===== config.mk =====
export PLATFORM = sky130hd
export DESIGN_NAME = mcww_divider
export DESIGN_NICKNAME = d
export VERILOG_FILES = /design/src/rtl/mcww_pkg.sv /design/src/rtl/mcww_divider.sv
export SDC_FILE = /design/constraint.sdc
export NUM_CORES = 1
export LEC_CHECK = 0
export BUFFER_PORTS_ARGS = -buffer_cell sky130_fd_sc_hd__buf_2
export CAP_MARGIN = 30
export CORE_MARGIN = 3
export CORE_UTILIZATION = 60
export CTS_CLUSTER_DIAMETER = 40
export DETAILED_ROUTE_END_ITERATION = 16
export PLACE_DENSITY = 0.85
export SLEW_MARGIN = 20
export SYNTH_ARGS = -nofsm -noshare
export SYNTH_HDL_FRONTEND = slang
export SYNTH_SLANG_ARGS = --single-unit

===== constraint.sdc =====
create_clock -name i_clk -period 4.2 [get_ports i_clk]
set_input_delay 0.42 -clock i_clk [delete_from_list [all_inputs] [get_ports i_clk]]
set_output_delay 0.42 -clock i_clk [all_outputs]
set_load 0.02 [all_outputs]

===== src/rtl/mcww_pkg.sv =====
`timescale 1ns / 1ps
// Shared types, codes and constants for the Markov chain word walker.
// No dependencies; every rtl file imports this package.
package mcww_pkg;

    localparam int WORD_W  = 12;
    localparam int SLOT_W  = 5;
    localparam int CNT_W   = 5;
    localparam int SUCC_AW = WORD_W + SLOT_W;
    localparam int DVD_W   = 32;
    localparam int DIV_W   = 13;

    localparam logic [CNT_W-1:0] MAX_SUCC  = 5'd30;
    localparam logic [DIV_W-1:0] WORDS_MAX = 13'd4096;

    // Reciprocals: floor(2^41 / 900) and ceil(2^45 / 810000)
    localparam logic [31:0] M900  = 32'd2443359172;
    localparam logic [25:0] M810K = 26'd43437497;
    localparam logic [10:0] DRAW_RANGE = 11'd900;

    // action codes
    localparam logic [2:0] A_LOAD_SUCC = 3'd0;
    localparam logic [2:0] A_LOAD_HDR  = 3'd1;
    localparam logic [2:0] A_SEED      = 3'd2;
    localparam logic [2:0] A_STEP      = 3'd3;
    localparam logic [2:0] A_PICK      = 3'd4;

    // emit kinds
    localparam logic [2:0] K_NONE   = 3'd0;
    localparam logic [2:0] K_WORD   = 3'd1;
    localparam logic [2:0] K_CAP    = 3'd2;
    localparam logic [2:0] K_PERIOD = 3'd3;
    localparam logic [2:0] K_PICK   = 3'd4;

    // config register indexes
    localparam logic [0:0] CFG_START = 1'd0;
    localparam logic [0:0] CFG_COUNT = 1'd1;

    typedef struct packed {
        logic [2:0]        action;
        logic [WORD_W-1:0] entry_index;
        logic [SLOT_W-1:0] slot;
        logic [WORD_W-1:0] successor;
        logic [CNT_W-1:0]  child_count;
        logic              end_mark;
        logic [31:0]       seed_value;
    } t_in_item;

    typedef struct packed {
        logic [WORD_W-1:0] word_index;
        logic [2:0]        emit_kind;
        logic              substitute_word;
        logic              error;
    } t_out_item;

    typedef struct packed {
        logic             end_mark;
        logic [CNT_W-1:0] count;
    } t_hdr;

    typedef struct packed {
        logic               succ_we;
        logic [SUCC_AW-1:0] succ_waddr;
        logic [WORD_W-1:0]  succ_wdata;
        logic               succ_re;
        logic [SUCC_AW-1:0] succ_raddr;
        logic               hdr_we;
        logic [WORD_W-1:0]  hdr_waddr;
        t_hdr               hdr_wdata;
        logic               hdr_re;
        logic [WORD_W-1:0]  hdr_raddr;
    } t_tbl_req;

    typedef struct packed {
        logic             start;
        logic [DVD_W-1:0] dividend;
        logic [DIV_W-1:0] divisor;
    } t_div_req;

    typedef struct packed {
        logic              done;
        logic [WORD_W-1:0] remainder;
    } t_div_rsp;

    function automatic logic [31:0] xorshift32(input logic [31:0] s);
        logic [31:0] x;
        x = s ^ (s << 13);
        x = x ^ (x >> 17);
        x = x ^ (x << 5);
        return x;
    endfunction

endpackage


===== src/rtl/mcww_divider.sv =====
`timescale 1ns / 1ps
// Bit-serial restoring remainder, one dividend bit per cycle.
// Depends on mcww_pkg.
module mcww_divider import mcww_pkg::*; (
    input  logic     i_clk,
    input  logic     i_rst_n,
    input  t_div_req i_req,
    output t_div_rsp o_rsp
);

    logic             r_busy;
    logic             r_done;
    logic [4:0]       r_cnt;
    logic [DVD_W-1:0] r_dvd;
    logic [DIV_W-1:0] r_div;
    logic [DIV_W-1:0] r_rem;

    logic [DIV_W:0]   shifted;
    logic [DIV_W-1:0] n_rem;

    always_comb begin
        shifted = {r_rem, r_dvd[DVD_W-1]};
        if (shifted >= {1'b0, r_div}) begin
            n_rem = DIV_W'(shifted - {1'b0, r_div});
        end else begin
            n_rem = shifted[DIV_W-1:0];
        end
    end

    always_ff @(posedge i_clk) begin
        if (!i_rst_n) begin
            r_busy <= 1'b0;
            r_done <= 1'b0;
            r_cnt  <= '0;
        end else begin
            r_done <= 1'b0;
            if (i_req.start) begin
                r_busy <= 1'b1;
                r_cnt  <= '0;
            end else if (r_busy) begin
                r_cnt <= r_cnt + 5'd1;
                if (r_cnt == 5'd31) begin
                    r_busy <= 1'b0;
                    r_done <= 1'b1;
                end
            end
        end
    end

    always_ff @(posedge i_clk) begin
        if (i_req.start) begin
            r_dvd <= i_req.dividend;
            r_div <= i_req.divisor;
            r_rem <= '0;
        end else if (r_busy) begin
            r_dvd <= r_dvd << 1;
            r_rem <= n_rem;
        end
    end

    assign o_rsp.done      = r_done;
    assign o_rsp.remainder = r_rem[WORD_W-1:0];

`ifndef SYNTHESIS
    a_no_restart: assert property (@(posedge i_clk) disable iff (!i_rst_n)
        !(i_req.start && r_busy))
        else $error("divider started while running");

    a_rem_bound: assert property (@(posedge i_clk) disable iff (!i_rst_n)
        (r_busy && r_div != '0) |-> (r_rem < r_div))
        else $error("partial remainder not below divisor");

    a_done_after_run: assert property (@(posedge i_clk) disable iff (!i_rst_n)
        r_done |-> ($past(r_busy) && !r_busy))
        else $error("done without a finished run");
`endif

endmodule


==> flow_summary.toml <==
[status]
status = "finished clean"

[route]
first_iter_violations = 139
drt-total-wl_um = 6450
firstDrtPassIters = 4
vias_per_cell = 5.52
post_drt_wl_per_cell_um = 15.2
detail-route-antenna-nets = 0
drc_errors = 0
vias = 2348

[floorplan]
io_pins = 61
initial_core_util_pct = 62.5
die_w_um = 82.2
dieArea_um2 = 6760
die_h_um = 82.2
core_area_um2 = 5570
rows = 27

[power]
switchingPower_mw = 0.392
sw_frac_of_total_pct = 25.7
p_total_mw = 1.52
clkPwrFrac_pct = 34.2
cellPowerDensity_nw_per_um2 = 386
peakVddDrop_uv = 260
seqPwrFrac_pct = 50.3
internal-power_mw = 1.13
p_leak_nw = 1.67
p_comb_share_pct = 15.6

[synth]
syn_area_um2 = 3480
synth_top_area_cell = "edfxtp_1"
async_flop_share_pct = 0
synthCells = 297
yosys.area.top_type_share_pct = 38.8
yosys_warnings = 0
synth_common_cells = "45 x edfxtp_1, 31 x mux2_2, 20 x dfxtp_1, 20 x inv_1, 17 x nor2_1"
ys_seq_elements = 65
avgSynthCellArea_um2 = 11.7
synth_edf_count = 45
syn_nets = 361
ys_seq_area_share_pct = 50.3
synth_ff_type = "edfxtp_1"
yosysMostFrequentCell = "edfxtp_1"
synthTopCellsByArea = "edfxtp_1 39%, dfxtp_1 11%, mux2_2 10%"
ys_types = 55

[clock_tree]
numCtsBuffers = 9
clockBufferDepth = 2
clkSinkCount = 65
ctsHoldBuffers = 0
postCtsSetupRepairBufs = 0
h-tree-depth = 3
cts_root_buffer = "clkbuf_8"
post_cts_resized = 0
tritoncts = "yes"
clkSlewWorstSetupHoldPaths_ns = 0.07
clock_latency_ns = 0.34

[layout]
instances_no_fill = 425
utilization_pct = 70.8
area_growth_pct = 13.3
n_antenna_cell = 0
nets = 412
layout-drive-gt1-share_pct = 34.0

[setup_path]
crit_chain = "inv_1 > ha_1 > fa_1 > a31oi_1 > o31ai_2 > a21oi_4 > or4b_1 > nand3_1"
cpMaxStageDelayCell = "or4b_1"
crit_type = "reg -> reg"
cp-start-kind = "flop"
cp-end-kind = "flop"
crit_required_ns = 4.48
max_stage_delay_ns = 0.51
path_delay_family = "compound AO/OA/AOI/OAI gates"
critPathBufInv = 1
regToRegSetupSlack_ns = 1.64
critPathArrivalTime_ns = 2.84
crit_fanout = 16

[timing]
slew_headroom_pct = 42.2
post-route-period-util_pct = 60.8
min_period_ns = 2.56
tns_ns = 0
fin_worst_skew_ns = 0.00560
rsz0062_at_grt = "false"
max_freq_ghz = 0.391
final_hold_viol_count = 0
final-setup-viol-count = 0
final-max-slew-violation-count = 0
worst_pin_slew_ns = 0.867
hold_ws_ns = 0.251

[global_route]
antenna_found_initial = 0
grt_max_degree = 41
grt_pass1_vias = 2296
overflow = 0
grt_pass1_wl_um = 10400
grt_usage_pct = 20.5

[place]
place_hpwl_um = 4690
buffer_ports.inserted = 60
place.gp.congestion = 0.816
placed_cells = 409

[hold_path]
hold_class = "in -> reg"

[run]
max-cap-violations = 0
==> flip-flops by register name (all words and copies together), names as in the netlist <==
name and cells:
r_div 13, r_busy 1, r_done 1, r_cnt 5
r_rem 13, r_dvd 32
==> metal layers <==
metal | global-route usage, % | share of wire (%) | vias up
li1 | - | - | 1183
met1 | 26.3 | 43 | 1090
met2 | 32.5 | 49 | 62
met3 | 4.45 | 5.6 | 13
met4 | 11.1 | 2.4 | 0
met5 | 0 | 0 | -
==> layout make-up <==
class                   instances  area, µm²
clock buffers                   9        124
clock inverters                 7       70.1
fillers                       426       1630
inverters                      20       75.1
multi-input cells             189       1510
flip-flops and latches         65       1750
well taps                      72       90.1
repair buffers                 63        323
==> cell families (layout without fill, tap and decap cells) <==
family	count (synthesis)	in the layout	share of synthesized area, %
AOI/OAI and AO/OA	56	56	12.4
xor gates and xnor gates	8	8	2.01
adders and majority gates	16	16	5.96
buffers and inverters	43	99	6.28
DFF	65	65	50.3
muxes	41	41	12.9
and+or+nand+nor	68	68	10.2
==> metrics by stage <==
stage	setup slack, ns	area (µm²)
after floorplan	2.09	3480
after global placement	1.76	3750
after detailed placement	1.67	3750
after CTS	1.65	3950
after global routing	1.46	3950
final	1.64	3950
==> placed cells by master, fill, tap and decap left out, types with 4 or more instances in the layout <==
cell | netlist | layout
buf_2 | 1 | 60
edfxtp_1 | 45 | 45
mux2_2 | 31 | 31
inv_1 | 20 | 20
dfxtp_1 | 20 | 20
nor2_1 | 17 | 17
nand2_1 | 16 | 16
ha_1 | 15 | 15
mux2i_1 | 10 | 10
clkbuf_8 | 0 | 9
a21oi_1 | 8 | 8
o21ai_0 | 8 | 8
nor2b_1 | 6 | 6
a211oi_1 | 6 | 6
nand2b_1 | 6 | 6
xor2_1 | 5 | 5
o211ai_1 | 5 | 5
a21o_1 | 4 | 4
and2_1 | 4 | 4
==> worst register-to-register path: cells and delay by family (launching register included) <==
family / cells / cell delay [ns]
adder cells (fa/ha/maj): 2 / 0.64
flip-flops: 1 / 0.32
buffers and inverters: 1 / 0.05
AND/OR/NAND/NOR: 2 / 0.61
AO/OA/AOI/OAI: 3 / 0.86
==> final timing paths <==
check	from	to	depth (start not counted)
max reg2reg	r_dvd[31]	r_rem[12]	8
min reg2reg	r_rem[12]	r_rem[12]	2
min	i_req[12]	r_div[12]	1
max	r_dvd[31]	r_rem[12]	8
==> power by group through the flow <==
| stage | Clock (mW) | Combinational, mW | Sequential, mW |
|---|---|---|---|
| global route | 0.556 | 0.264 | 0.771 |
| global placement | 0 | 0.228 | 0.776 |
| floorplan | 0 | 0.183 | 0.771 |
| CTS | 0.533 | 0.238 | 0.766 |
| finish | 0.520 | 0.237 | 0.765 |
| detailed placement | 0 | 0.237 | 0.779 |
Note: power is estimated with default switching activity, not from simulation.
